===== src/rtl/hdlc_frame_encoder_crc_core_macros.svh =====
// assertion macros for the framer rtl, used by the byte sequencer
`ifndef HDLC_FRAME_ENCODER_CRC_CORE_MACROS_SVH
`define HDLC_FRAME_ENCODER_CRC_CORE_MACROS_SVH

// condition holds in the same cycle
`define HFE_ASSERT_NOW(label, ante, cons, msg) \
    label: assert property (@(posedge clk) disable iff (!rst_n) (ante) |-> (cons)) \
        else $error(msg);

// condition holds in the next cycle
`define HFE_ASSERT_NEXT(label, ante, cons, msg) \
    label: assert property (@(posedge clk) disable iff (!rst_n) (ante) |=> (cons)) \
        else $error(msg);

`endif


===== src/rtl/hfe_pkg.sv =====
// types, constants and check functions of the hdlc framer
package hfe_pkg;

    localparam logic [7:0] FLAG_BYTE = 8'h7E;
    localparam logic [7:0] ESC_BYTE  = 8'h7D;
    localparam logic [7:0] ESC_MASK  = 8'h20;
    localparam logic [15:0] CRC_POLY = 16'h1021;

    localparam int QUEUE_DEPTH = 2;
    localparam int QUEUE_PTR_W = $clog2(QUEUE_DEPTH);
    localparam int QUEUE_CNT_W = $clog2(QUEUE_DEPTH + 1);

    localparam int CFG_ADDR_W = 3;
    localparam logic REG_CHECK_MODE = 1'b0;

    localparam logic MODE_SUM = 1'b0;
    localparam logic MODE_CRC = 1'b1;

    typedef struct packed {
        logic        open;
        logic [7:0]  data;
        logic        last;
        logic [15:0] crc;
        logic [31:0] sum;
    } entry_t;

    typedef enum logic [2:0] {
        ST_IDLE,
        ST_OPEN,
        ST_DATA,
        ST_HI,
        ST_LO,
        ST_CLOSE
    } back_state_t;

    // crc-16/xmodem over one byte, msb first
    function automatic logic [15:0] crc_byte(input logic [15:0] crc, input logic [7:0] b);
        logic [15:0] c;
        c = crc ^ {b, 8'h00};
        for (int k = 0; k < 8; k++) begin
            if (c[15])
                c = {c[14:0], 1'b0} ^ CRC_POLY;
            else
                c = {c[14:0], 1'b0};
        end
        return c;
    endfunction

    // end-around carry fold and invert
    function automatic logic [15:0] fold_sum(input logic [31:0] s);
        logic [16:0] s1;
        logic [15:0] s2;
        s1 = {1'b0, s[31:16]} + {1'b0, s[15:0]};
        s2 = s1[15:0] + {15'd0, s1[16]};
        return ~s2;
    endfunction

endpackage


===== src/rtl/hfe_front.sv =====
// front end: takes payload words and keeps both running checks
module hfe_front (
    input  logic            clk,
    input  logic            rst_n,
    input  logic            s_tvalid,
    output logic            s_tready,
    input  logic [7:0]      s_tdata,   // data_byte
    input  logic            s_tlast,   // last_byte
    input  logic            q_full,
    output logic            q_push,
    output hfe_pkg::entry_t q_entry
);
    import hfe_pkg::*;

    logic        in_frame_reg, in_frame_next;
    logic        odd_reg, odd_next;
    logic [15:0] crc_reg, crc_next;
    logic [31:0] sum_reg, sum_next;
    logic [15:0] crc_upd;
    logic [31:0] sum_upd;
    logic [31:0] addend;
    logic        accept;

    assign s_tready = !q_full;
    assign accept   = s_tvalid && s_tready;

    // a byte at an even position is the high half, unless it closes the frame
    assign addend  = (odd_reg || s_tlast) ? {24'd0, s_tdata} : {16'd0, s_tdata, 8'd0};
    assign crc_upd = crc_byte(crc_reg, s_tdata);
    assign sum_upd = sum_reg + addend;

    always_comb
    begin
        in_frame_next = in_frame_reg;
        odd_next      = odd_reg;
        crc_next      = crc_reg;
        sum_next      = sum_reg;
        if (accept)
        begin
            if (s_tlast)
            begin
                in_frame_next = 1'b0;
                odd_next      = 1'b0;
                crc_next      = 16'd0;
                sum_next      = 32'd0;
            end
            else
            begin
                in_frame_next = 1'b1;
                odd_next      = !odd_reg;
                crc_next      = crc_upd;
                sum_next      = sum_upd;
            end
        end
    end

    always_ff @(posedge clk or negedge rst_n)
    begin
        if (!rst_n)
        begin
            in_frame_reg <= 1'b0;
            odd_reg      <= 1'b0;
            crc_reg      <= 16'd0;
            sum_reg      <= 32'd0;
        end
        else
        begin
            in_frame_reg <= in_frame_next;
            odd_reg      <= odd_next;
            crc_reg      <= crc_next;
            sum_reg      <= sum_next;
        end
    end

    assign q_push       = accept;
    assign q_entry.open = !in_frame_reg;
    assign q_entry.data = s_tdata;
    assign q_entry.last = s_tlast;
    assign q_entry.crc  = crc_upd;
    assign q_entry.sum  = sum_upd;

endmodule


===== src/rtl/hfe_queue.sv =====
// short queue between front end and byte sequencer
module hfe_queue (
    input  logic            clk,
    input  logic            rst_n,
    input  logic            push,
    input  hfe_pkg::entry_t push_entry,
    input  logic            pop,
    output logic            full,
    output logic            empty,
    output hfe_pkg::entry_t head
);
    import hfe_pkg::*;

    entry_t                 slots [QUEUE_DEPTH];
    logic [QUEUE_PTR_W-1:0] wr_ptr_reg, wr_ptr_next;
    logic [QUEUE_PTR_W-1:0] rd_ptr_reg, rd_ptr_next;
    logic [QUEUE_CNT_W-1:0] count_reg, count_next;
    logic                   do_push, do_pop;

    assign full    = (count_reg == QUEUE_CNT_W'(QUEUE_DEPTH));
    assign empty   = (count_reg == '0);
    assign do_push = push && !full;
    assign do_pop  = pop && !empty;
    assign head    = slots[rd_ptr_reg];

    always_comb
    begin
        wr_ptr_next = wr_ptr_reg;
        rd_ptr_next = rd_ptr_reg;
        count_next  = count_reg;
        if (do_push)
            wr_ptr_next = (wr_ptr_reg == QUEUE_PTR_W'(QUEUE_DEPTH - 1)) ? '0
                        : wr_ptr_reg + QUEUE_PTR_W'(1);
        if (do_pop)
            rd_ptr_next = (rd_ptr_reg == QUEUE_PTR_W'(QUEUE_DEPTH - 1)) ? '0
                        : rd_ptr_reg + QUEUE_PTR_W'(1);
        if (do_push && !do_pop)
            count_next = count_reg + QUEUE_CNT_W'(1);
        else if (do_pop && !do_push)
            count_next = count_reg - QUEUE_CNT_W'(1);
    end

    always_ff @(posedge clk or negedge rst_n)
    begin
        if (!rst_n)
        begin
            wr_ptr_reg <= '0;
            rd_ptr_reg <= '0;
            count_reg  <= '0;
        end
        else
        begin
            wr_ptr_reg <= wr_ptr_next;
            rd_ptr_reg <= rd_ptr_next;
            count_reg  <= count_next;
        end
    end

    always_ff @(posedge clk)
    begin
        if (do_push)
            slots[wr_ptr_reg] <= push_entry;
    end

endmodule


===== src/rtl/hfe_back.sv =====
// byte sequencer: flags, stuffing and check bytes into the output register
`include "hdlc_frame_encoder_crc_core_macros.svh"

module hfe_back (
    input  logic            clk,
    input  logic            rst_n,
    input  logic            check_mode,
    input  logic            q_empty,
    input  hfe_pkg::entry_t q_head,
    output logic            q_pop,
    output logic            m_tvalid,
    input  logic            m_tready,
    output logic [7:0]      m_tdata,   // out_byte
    output logic            m_tlast,   // end_of_run
    output logic            m_tuser    // end_of_frame
);
    import hfe_pkg::*;

    back_state_t state_reg, state_next;
    logic        esc_pending_reg, esc_pending_next;
    logic [7:0]  byte_reg, byte_next;
    logic        last_reg, last_next;
    logic [15:0] check_reg, check_next;
    logic        out_valid_reg, out_valid_next;
    logic [7:0]  out_data_reg, out_data_next;
    logic        out_last_reg, out_last_next;
    logic        out_eof_reg, out_eof_next;

    logic [7:0]  cur_val;
    logic        stuffed;
    logic        needs_esc;
    logic        can_emit;
    logic        step_done;
    logic        entry_done;
    logic        load;
    logic [7:0]  emit_byte;

    assign can_emit  = (state_reg != ST_IDLE) && (!out_valid_reg || m_tready);
    assign needs_esc = (cur_val == FLAG_BYTE) || (cur_val == ESC_BYTE);

    always_comb
    begin
        cur_val          = 8'd0;
        stuffed          = 1'b0;
        state_next       = state_reg;
        esc_pending_next = esc_pending_reg;
        byte_next        = byte_reg;
        last_next        = last_reg;
        check_next       = check_reg;
        entry_done       = 1'b0;
        load             = 1'b0;

        unique case (state_reg)
            ST_DATA:
            begin
                cur_val = byte_reg;
                stuffed = 1'b1;
            end
            ST_HI:
            begin
                cur_val = check_reg[15:8];
                stuffed = 1'b1;
            end
            ST_LO:
            begin
                cur_val = check_reg[7:0];
                stuffed = 1'b1;
            end
            default:
            begin
                cur_val = 8'd0;
                stuffed = 1'b0;
            end
        endcase

        // a stuffed byte takes two steps: escape first, then the masked byte
        step_done = !(stuffed && needs_esc && !esc_pending_reg);
        if (stuffed && !step_done)
            emit_byte = ESC_BYTE;
        else if (stuffed)
            emit_byte = esc_pending_reg ? (cur_val ^ ESC_MASK) : cur_val;
        else
            emit_byte = FLAG_BYTE;

        if (can_emit)
        begin
            esc_pending_next = !step_done;
            if (step_done)
            begin
                unique case (state_reg)
                    ST_OPEN:  state_next = ST_DATA;
                    ST_DATA:
                    begin
                        if (last_reg)
                            state_next = ST_HI;
                        else
                            entry_done = 1'b1;
                    end
                    ST_HI:    state_next = ST_LO;
                    ST_LO:    state_next = ST_CLOSE;
                    ST_CLOSE: entry_done = 1'b1;
                    default:  state_next = ST_IDLE;
                endcase
            end
        end

        if ((state_reg == ST_IDLE) || entry_done)
        begin
            if (!q_empty)
            begin
                load       = 1'b1;
                byte_next  = q_head.data;
                last_next  = q_head.last;
                check_next = (check_mode == MODE_CRC) ? q_head.crc : fold_sum(q_head.sum);
                state_next = q_head.open ? ST_OPEN : ST_DATA;
            end
            else
            begin
                state_next = ST_IDLE;
            end
        end
    end

    assign q_pop = load;

    always_comb
    begin
        out_valid_next = out_valid_reg;
        out_data_next  = out_data_reg;
        out_last_next  = out_last_reg;
        out_eof_next   = out_eof_reg;
        if (can_emit)
        begin
            out_valid_next = 1'b1;
            out_data_next  = emit_byte;
            out_last_next  = entry_done;
            out_eof_next   = (state_reg == ST_CLOSE);
        end
        else if (m_tready)
        begin
            out_valid_next = 1'b0;
        end
    end

    always_ff @(posedge clk or negedge rst_n)
    begin
        if (!rst_n)
        begin
            state_reg       <= ST_IDLE;
            esc_pending_reg <= 1'b0;
            out_valid_reg   <= 1'b0;
        end
        else
        begin
            state_reg       <= state_next;
            esc_pending_reg <= esc_pending_next;
            out_valid_reg   <= out_valid_next;
        end
    end

    always_ff @(posedge clk)
    begin
        byte_reg     <= byte_next;
        last_reg     <= last_next;
        check_reg    <= check_next;
        out_data_reg <= out_data_next;
        out_last_reg <= out_last_next;
        out_eof_reg  <= out_eof_next;
    end

    assign m_tvalid = out_valid_reg;
    assign m_tdata  = out_data_reg;
    assign m_tlast  = out_last_reg;
    assign m_tuser  = out_eof_reg;

    `HFE_ASSERT_NOW(a_eof_is_flag, out_valid_reg && out_eof_reg,
        out_last_reg && (out_data_reg == FLAG_BYTE), "closing flag malformed")
    `HFE_ASSERT_NOW(a_esc_in_output, esc_pending_reg,
        out_valid_reg && (out_data_reg == ESC_BYTE) && !out_last_reg,
        "escape pending without escape word waiting")
    `HFE_ASSERT_NOW(a_esc_phase, esc_pending_reg,
        (state_reg == ST_DATA) || (state_reg == ST_HI) || (state_reg == ST_LO),
        "escape pending outside a stuffed phase")
    `HFE_ASSERT_NEXT(a_load_leaves_idle, load && q_head.open,
        state_reg == ST_OPEN, "new frame did not start with opening flag")

endmodule


===== src/rtl/hdlc_frame_encoder_crc_core.sv =====
// top level of the hdlc framer with crc-16 or word-sum check
// usage:
//   s_* takes payload words of a frame, one byte each, s_tlast on the final byte.
//   m_* gives line words: opening flag, stuffed payload, stuffed check high
//   then low, closing flag. m_tlast ends the words caused by one input word,
//   m_tuser marks the closing flag.
//   the apb register check_mode (offset 0, reset 1) picks crc-16/xmodem (1) or
//   the inverted ones'-complement word sum (0); write it only while idle.
// path: an input taken into an idle block passes the queue, the sequencer state
//   and the output register before its first line word appears.
// throughput: the sequencer emits one line word per cycle unless m_tready holds the
//   output word, and an input occupies it for every line word it causes: 1 for a
//   plain byte, 2 when stuffed or when it opens a frame, up to 8 for a stuffed last
//   byte. the front end keeps the checks and feeds a two-entry queue, so input is
//   taken while the sequencer is busy until the queue is full.
// reset: frame closed, checks cleared, queue and output register empty,
//   check_mode back to crc.
// stall: with m_tready low the output word holds, the sequencer waits, and
//   s_tready drops once the queue fills.
module hdlc_frame_encoder_crc_core (
    input  logic                           clk,
    input  logic                           rst_n,
    input  logic                           s_tvalid,
    output logic                           s_tready,
    input  logic [7:0]                     s_tdata,   // data_byte
    input  logic                           s_tlast,   // last_byte
    output logic                           m_tvalid,
    input  logic                           m_tready,
    output logic [7:0]                     m_tdata,   // out_byte
    output logic                           m_tlast,   // end_of_run
    output logic                           m_tuser,   // end_of_frame
    input  logic                           psel,
    input  logic                           penable,
    input  logic                           pwrite,
    input  logic [hfe_pkg::CFG_ADDR_W-1:0] paddr,
    input  logic [31:0]                    pwdata,
    output logic [31:0]                    prdata,
    output logic                           pready
);
    import hfe_pkg::*;

    logic   check_mode_reg, check_mode_next;
    logic   q_full, q_empty, q_push, q_pop;
    entry_t q_entry, q_head;
    logic   reg_sel;

    // register index is the word address
    assign reg_sel = (paddr[CFG_ADDR_W-1] == REG_CHECK_MODE);
    assign pready  = 1'b1;
    assign prdata  = reg_sel ? {31'd0, check_mode_reg} : 32'd0;

    always_comb
    begin
        check_mode_next = check_mode_reg;
        if (psel && penable && pwrite && pready && reg_sel)
            check_mode_next = pwdata[0];
    end

    always_ff @(posedge clk or negedge rst_n)
    begin
        if (!rst_n)
            check_mode_reg <= MODE_CRC;
        else
            check_mode_reg <= check_mode_next;
    end

    hfe_front u_front (
        .clk      (clk),
        .rst_n    (rst_n),
        .s_tvalid (s_tvalid),
        .s_tready (s_tready),
        .s_tdata  (s_tdata),
        .s_tlast  (s_tlast),
        .q_full   (q_full),
        .q_push   (q_push),
        .q_entry  (q_entry)
    );

    hfe_queue u_queue (
        .clk        (clk),
        .rst_n      (rst_n),
        .push       (q_push),
        .push_entry (q_entry),
        .pop        (q_pop),
        .full       (q_full),
        .empty      (q_empty),
        .head       (q_head)
    );

    hfe_back u_back (
        .clk        (clk),
        .rst_n      (rst_n),
        .check_mode (check_mode_reg),
        .q_empty    (q_empty),
        .q_head     (q_head),
        .q_pop      (q_pop),
        .m_tvalid   (m_tvalid),
        .m_tready   (m_tready),
        .m_tdata    (m_tdata),
        .m_tlast    (m_tlast),
        .m_tuser    (m_tuser)
    );

endmodule


===== config.mk =====
export PLATFORM = sky130hd
export DESIGN_NAME = hdlc_frame_encoder_crc_core
export DESIGN_NICKNAME = d
export VERILOG_FILES = /design/src/rtl/hfe_pkg.sv /design/src/rtl/hfe_front.sv /design/src/rtl/hfe_queue.sv /design/src/rtl/hfe_back.sv /design/src/rtl/hdlc_frame_encoder_crc_core.sv
export VERILOG_INCLUDE_DIRS = /design/src /design/src/rtl
export SDC_FILE = /design/constraint.sdc
export NUM_CORES = 1
export LEC_CHECK = 0
export BUFFER_PORTS_ARGS = -buffer_cell sky130_fd_sc_hd__buf_2
export CAP_MARGIN = 20
export CORE_MARGIN = 3
export CORE_UTILIZATION = 55
export DETAILED_ROUTE_END_ITERATION = 6
export MAX_ROUTING_LAYER = met4
export PLACE_DENSITY = 0.75
export REMOVE_ABC_BUFFERS = 1
export SYNTH_ARGS = -nofsm -noshare
export SYNTH_HDL_FRONTEND = slang
export SYNTH_SLANG_ARGS = --single-unit

===== constraint.sdc =====
create_clock -name clk -period 13.77 [get_ports clk]
set_clock_uncertainty 0.2 [all_clocks]
set_input_delay 0.6885 -clock clk [delete_from_list [all_inputs] [get_ports clk]]
set_output_delay 0.6885 -clock clk [all_outputs]
set_load 0.02 [all_outputs]

# --- Word level (Yosys, flattened, before mapping) ---
# Memories as Yosys holds them, arrays and structs flattened.
# Cells that the tools add are included.
word_totals:
  in_bits: 51
  output_inout_bits: 45
  register_bits: 95
  wordCells: 125
  ram_bits: 116
  mem_count: 1
classes:
  add_sub_neg: 7
  bitwise: 14
  muxes: 40
  reduce_logical: 34
  eq_ne: 11
mem_list:
  columns: ["memory", "depth", "word_bits", "read_ports", "rd_ports_with_merged_regs", "write_ports", "line_no", "source"]
  rows:
  - ["u_queue.slots", 2, 58, 1, 0, 1, "hfe_queue.sv:14", "entry_t slots [QUEUE_DEPTH];"]
ops:
  columns: ["cell", "n"]
  rows:
  - ["$mux 13", 8]
  - ["$mux 16", 3]
  - ["$add 32x32->32", 1]
  - ["$mux 32", 1]
  - ["$not 3->3", 8]
  - ["$pmux 8 s3", 1]
  - ["$add 16x16->17", 1]
  - ["$add 16x1->16", 1]
  - ["$eq 8x7->1 const B", 2]
  - ["$not 16->16", 1]
  - ["$xor 16x16->16", 1]
  - ["$mux 1", 15]
  - ["$mux 3", 5]
  - ["$pmux 3 s5", 1]
  - ["$logic_and 1x1->1", 12]
  - ["$logic_not 1->1", 8]
  - ["$mux 2", 4]
  - ["$eq 3x2->1 const B", 2]
  - ["$eq 3x3->1 const B", 2]
  - ["$mux 6", 1]
  - ["$reduce_bool 2->1", 3]
  - ["$logic_or 1x1->1", 4]
  - ["$not 1->1", 4]
  - ["$reduce_and 4->1", 1]
  - ["other kinds (15)", 16]

# --- Longest topological paths before layout ---
logic_depth:
  word_depth: 18
  mapped_depth: 22
  mapped_depth_nobuf: 20

# --- By module ---
# A second synthesis with hierarchy kept.
unflattened:
  cells_unflattened: 930
  area_unflattened_um2: 11447.2
modules_own_cells:
  columns: ["module", "area_per_inst_um2", "cells_each", "n_inst"]
  rows:
  - ["hfe_queue", 4428.0, 200, 1]
  - ["hfe_front", 3563.4, 375, 1]
  - ["hfe_back", 3153.0, 317, 1]
  - ["hdlc_frame_encoder_crc_core", 302.8, 38, 1]

# --- Worst setup path after synthesis ---
# OpenSTA, ideal clock, no wires.
synth_path:
  kind: "register to register"
  startpoint: "register u_queue.rd_ptr_reg"
  endpoint: "register u_back.check_reg[15] (data pin)"
  period_less_slack_ps: 4565
  setup_ps: 169
  n_path_buf: 3
  required_ps: 13401
  stages_incl_launch_ff: 16
  setup_slack_ps: 9205
  arrival_time_ps: 4196
  path_cell_list: "dfrtp_1 clkbuf_1 clkbuf_1 clkbuf_1 mux2i_1 inv_1 ha_1 a211o_1 o21ai_1 o221ai_1 xnor2_1 or4_4 nor4b_4 nand3_2 o31a_1 o31ai_1"
synth_via:
  elab_chain_cells: 5
synth_rtl:
  columns: ["element", "line_no", "source"]
  rows:
  - ["start: declaration", "hfe_queue.sv:16", "logic [QUEUE_PTR_W-1:0] rd_ptr_reg, rd_ptr_next;"]
  - ["start signal: assignment", "hfe_queue.sv:54", "rd_ptr_reg <= rd_ptr_next;"]
  - ["$mem_v2 2x58 *", null, null]
  - ["$add 16x16->17", "hfe_pkg.sv:53", "s1 = {1'b0, s[31:16]} + {1'b0, s[15:0]};"]
  - ["$add 16x1->16", "hfe_pkg.sv:54", "s2 = s1[15:0] + {15'd0, s1[16]};"]
  - ["$not 16->16", "hfe_pkg.sv:55", "return ~s2;"]
  - ["$mux 16 *", "hfe_back.sv:114", "check_next = (check_mode == MODE_CRC) ? q_head.crc : fold_sum(q_head.sum);"]
  - ["end signal: assignment", "hfe_back.sv:165", "check_reg <= check_next;"]
  - ["end: declaration", "hfe_back.sv:23", "logic [15:0] check_reg, check_next;"]
# Mark *: on every way between the ends. The rest lies on a longest branch, timed or not.
# A chain may end at the register's enable or synchronous reset.

# --- Worst setup path after layout ---
# Ends and elaborated chain as after synthesis.

==> run summary <==
The run finished with clean final reports. The library cell used most frequently in the layout, excluding fill and tap cells, is sky130_fd_sc_hd__edfxtp_1. The global-route wire length before repair was 34110 um; the top achievable clock speed was 196.7 MHz.

The unique cell type count in the Yosys netlist came out at 64. Combinational cells account for 46.1% of the total power. Summed over all layers, the global routing overflow is 0. At the pin with the least slew margin, the transition time is 0.9506 ns. For the antenna violation net count after detailed routing, the log shows 0.

The region available for standard cell placement spans 0.01896 sq mm. Cells with a size suffix above 1 make up 14.38% of the layout. The repair_antennas step left the layout with diodes totalling 0.

The worst voltage drop across the vdd grid is 0.1482 mV. The post-cts hold buffer count came out at 0. In this run the critical register-to-register path is captured at u_back.check_reg[15]. Compared with the post-synthesis result, the final layout area differs by 9.312%. The portion of the clock cycle consumed by the worst path in the final layout came out at 36.91%. Of the post-synthesis cell area, the part taken by muxes is 7.015%.

The synthesized netlist devotes 4.452% of its cell area to adder and majority cells. The worst register-to-register path begins at u_queue.rd_ptr_reg. The count of standard-cell rows was 50; the number of buffers inserted during clock tree synthesis was 22. Among all flip-flop cells after synthesis, the most frequent one is sky130_fd_sc_hd__edfxtp_1. Counting cells, the worst reg-to-reg path comes to 19. After synthesis, the largest family of logic cells by area is compound AO/OA/AOI/OAI gates. The worst min-delay path class was in2async. The run gives 56.23% as the post-synthesis sequential area ratio. Xor/xnor share of the synthesized area: 7.179%.

In this run the worst setup path begins at u_queue.rd_ptr_reg. In this run the clock root is driven by a sky130_fd_sc_hd__clkbuf_16. The x dimension of the die is 145.7 um.

STA classifies the critical path endpoint as a flip-flop. Power spread over the standard cell area amounts to 275.5 mW/mm^2. The synthesized design devotes to its leading area cell type 42.23% of total area. The critical path startpoint category was a flip-flop. Yosys attributes the largest share of cell area to sky130_fd_sc_hd__edfxtp_1 (42%), sky130_fd_sc_hd__dfrtp_1 (14%), sky130_fd_sc_hd__mux2_2 (5.2%). For the insertion delay to the later sink of the worst-skew pair, the log shows 0.51 ns. Final-report hold violation count: 0. The required time at the worst-slack endpoint is 13.85 ns, and the async set-reset flop share out of synthesis is 28.44%.

Following the worst setup path forward leads to its endpoint at u_back.check_reg[15]. Internal power comes to 1.981 mW. The logs give 71 for the largest net degree at the start of global routing and 96 for the I/O pin count. The synthesized design contains 151 enable-type register cells. The tool flagged a number of max-cap violations equal to 0. Post-CTS repair changed the size of 0 cells.

The class of the most critical setup path is reg2reg. The die is 145.7 um tall. The number of buffers on the longest clock path was 3; the number of global-route vias before repair was 6410. The clock network fraction of design power is 18.0%. The synthesized-area fraction occupied by and/or/nand/nor cells was 10.30%; the gate count of the mapped netlist was 877. The initial antenna violation count is 1. The mapped cell area came out at 0.01074 sq mm.

Cells fill 61.91% of the core in the end. For this block, the routed nets add up to 21400 um of wire. Global routing consumed, over all layers together, 20.58% of the routing resources. The run gives 1 as the deepest level of the CTS H-tree. TritonCTS built the clock tree. Largest incremental delay on the critical path: 0.63 ns. Setup violations remaining at the end of the flow were counted as 0. The worst path in the final design needs a cycle of 5.083 ns, including I/O delays and setup. For the final routed database, the setup TNS stands at 0 ns. The DRC violation count after routing came out at 0. Port buffering added 30 buffers. Of the total power, registers draw 35.9%. In the layout the commonest cells are sky130_fd_sc_hd__edfxtp_1 (151), sky130_fd_sc_hd__nand2_1 (60), sky130_fd_sc_hd__dfrtp_1 (58). After detailed placement, the total cell area comes to 0.01101 sq mm. The tools report the post-CTS setup buffer count as 0. Setup slack on the worst reg-to-reg path comes out at 8.69 ns. Summing the areas of all compound-gate instances in the mapped netlist gives 10.35% of the synthesized area.

The slowest stage of the critical path belongs to the cell sky130_fd_sc_hd__buf_4. The average cell area after synthesis was 12.24 sq um. For this configuration, the core starts out at a cell density of 56.64%.

Die footprint: 0.02123 sq mm. In the routed layout, each cell is associated on average with a via count of 5.618. The tools report the number of vias after detailed routing as 6618. The HPWL reported at the end of detailed placement was 14010 um; the count of warnings emitted by yosys was 0. The congestion estimate from routability-driven global placement came to 0.8698. Walking the worst path, the cells encountered are buf_4 > mux2_2 > ha_1 > inv_1 > fa_1 > nand2b_1 > a21o_1 > a21oi_4 > a21oi_1 > o21ai_0 > a21oi_1 > nor2b_1 > o21ai_0 > nand2b_1 > ha_1 > and3_1 > nand3_2 > o31a_1 > o31ai_1. The register with the most flip-flops in the layout has 116 of them. The first TritonRoute pass finished after 5 iterations. For the leakage power figure, the log shows 4.699 nW. The first routing iteration left 492 violations. The tools report the design area as 0.01174 sq mm.

Total power for the finished layout comes to 3.234 mW. The net switching power figure is 1.252 mW. STA puts the critical path data arrival time at 5.16 ns. Routed length per instance: 18.17 um. The maximum fanout along the worst path came out at 60. After synthesis the netlist holds a flip-flop and latch count of 211.

Clock-pin slew was measured on the worst setup and hold paths at 0.06 ns. The worst pin sits at a relative slew slack of 36.50%. Setup repair after global routing left no endpoint under its margin.

The tools report the final count of pins violating max slew as 0. The tools report the TritonCTS sink count as 211. The switching part of the total power is 38.73%. The largest total area in the synthesized netlist belongs to sky130_fd_sc_hd__edfxtp_1. The final net count is 990.
-- layout make-up --
class	instances	area, sq um
Clock buffer	31	615.6
Clock inverter	9	92.59
Fill cell	1505	7219
Inverter	24	90.09
Multi-Input combinational cell	605	4364
Sequential cell	211	6038
Tap cell	260	325.3
Timing Repair Buffer	38	210.2
-- routing by layer --
metal | GRT usage [%] | wire length (um) | vias to the layer above
met3 | 3.114 | 1148 | 31
li1 | - | - | 3199
met1 | 28.81 | 9822 | 3220
met4 | 5.366 | 422 | 0
met2 | 31.91 | 10010 | 168
met5 | - | 0 | -
-- worst max-delay path, delay by kind of cell (launching register included) --
family / cells / cell delay (ns)
adder cells (fa/ha/maj): 3 / 0.79
multiplexers: 1 / 0.30
AND/OR/NAND/NOR: 5 / 0.85
flip-flops: 1 / 0.34
AO/OA/AOI/OAI: 8 / 1.59
buffers and inverters: 2 / 0.69
-- how the worst min path moves through the flow --
stage                                from                endpoint  slack [ns]  depth (start not counted)
after detailed placement  u_front.odd_reg         u_front.odd_reg        0.27                          2
after global placement    u_front.odd_reg         u_front.odd_reg        0.26                          2
after floorplan                     rst_n  u_back.esc_pending_reg        0.19                          0
final                               rst_n     u_back.state_reg[1]        0.17                          2
after CTS                           rst_n     u_back.state_reg[1]        0.20                          2
after global routing            pwdata[0]          check_mode_reg        0.21                          2
-- Yosys cell counts, drive strengths merged (10+ instances only) --
cell,instances
inv,23
mux2,50
nand4,10
nor2,42
a21o,12
xor2,33
xnor2,55
nand3,18
and2,14
a22o,29
o21ai,40
and3,15
dfrtp,59
buf,36
nor2b,14
nand2,61
nor3,19
a21oi,33
clkbuf,30
edfxtp,151
mux2i,19
ha,35
-- per-stage QoR --
step / setup WS (ns) / hold slack, ns / std cells
CTS: 8.782 / 0.2031 / 1176
global placement: 8.563 / 0.2612 / 1136
detailed placement: 8.550 / 0.2715 / 1136
finish: 8.687 / 0.1707 / 1178
global route: 8.432 / 0.2102 / 1178
floorplan: 8.716 / 0.1929 / 840
-- kinds of logic after synthesis --
logic type,count (synthesis)
AND/OR/NAND/NOR,217
other,2
XOR/XNOR,88
adder cells (fa/ha/maj),37
buffers and inverters,91
AO/OA/AOI/OAI,162
flip-flops,211
multiplexers,69
-- power by group through the flow --
stage	Clock (mW)	Combinational [mW]	Sequential (mW)
after floorplan	0	1.08	1.19
after global placement	0	1.46	1.16
after detailed placement	0	1.48	1.17
after CTS	0.594	1.50	1.16
after global routing	0.620	1.65	1.18
final	0.583	1.49	1.16
No activity file was read; power rests on OpenSTA's default activity.
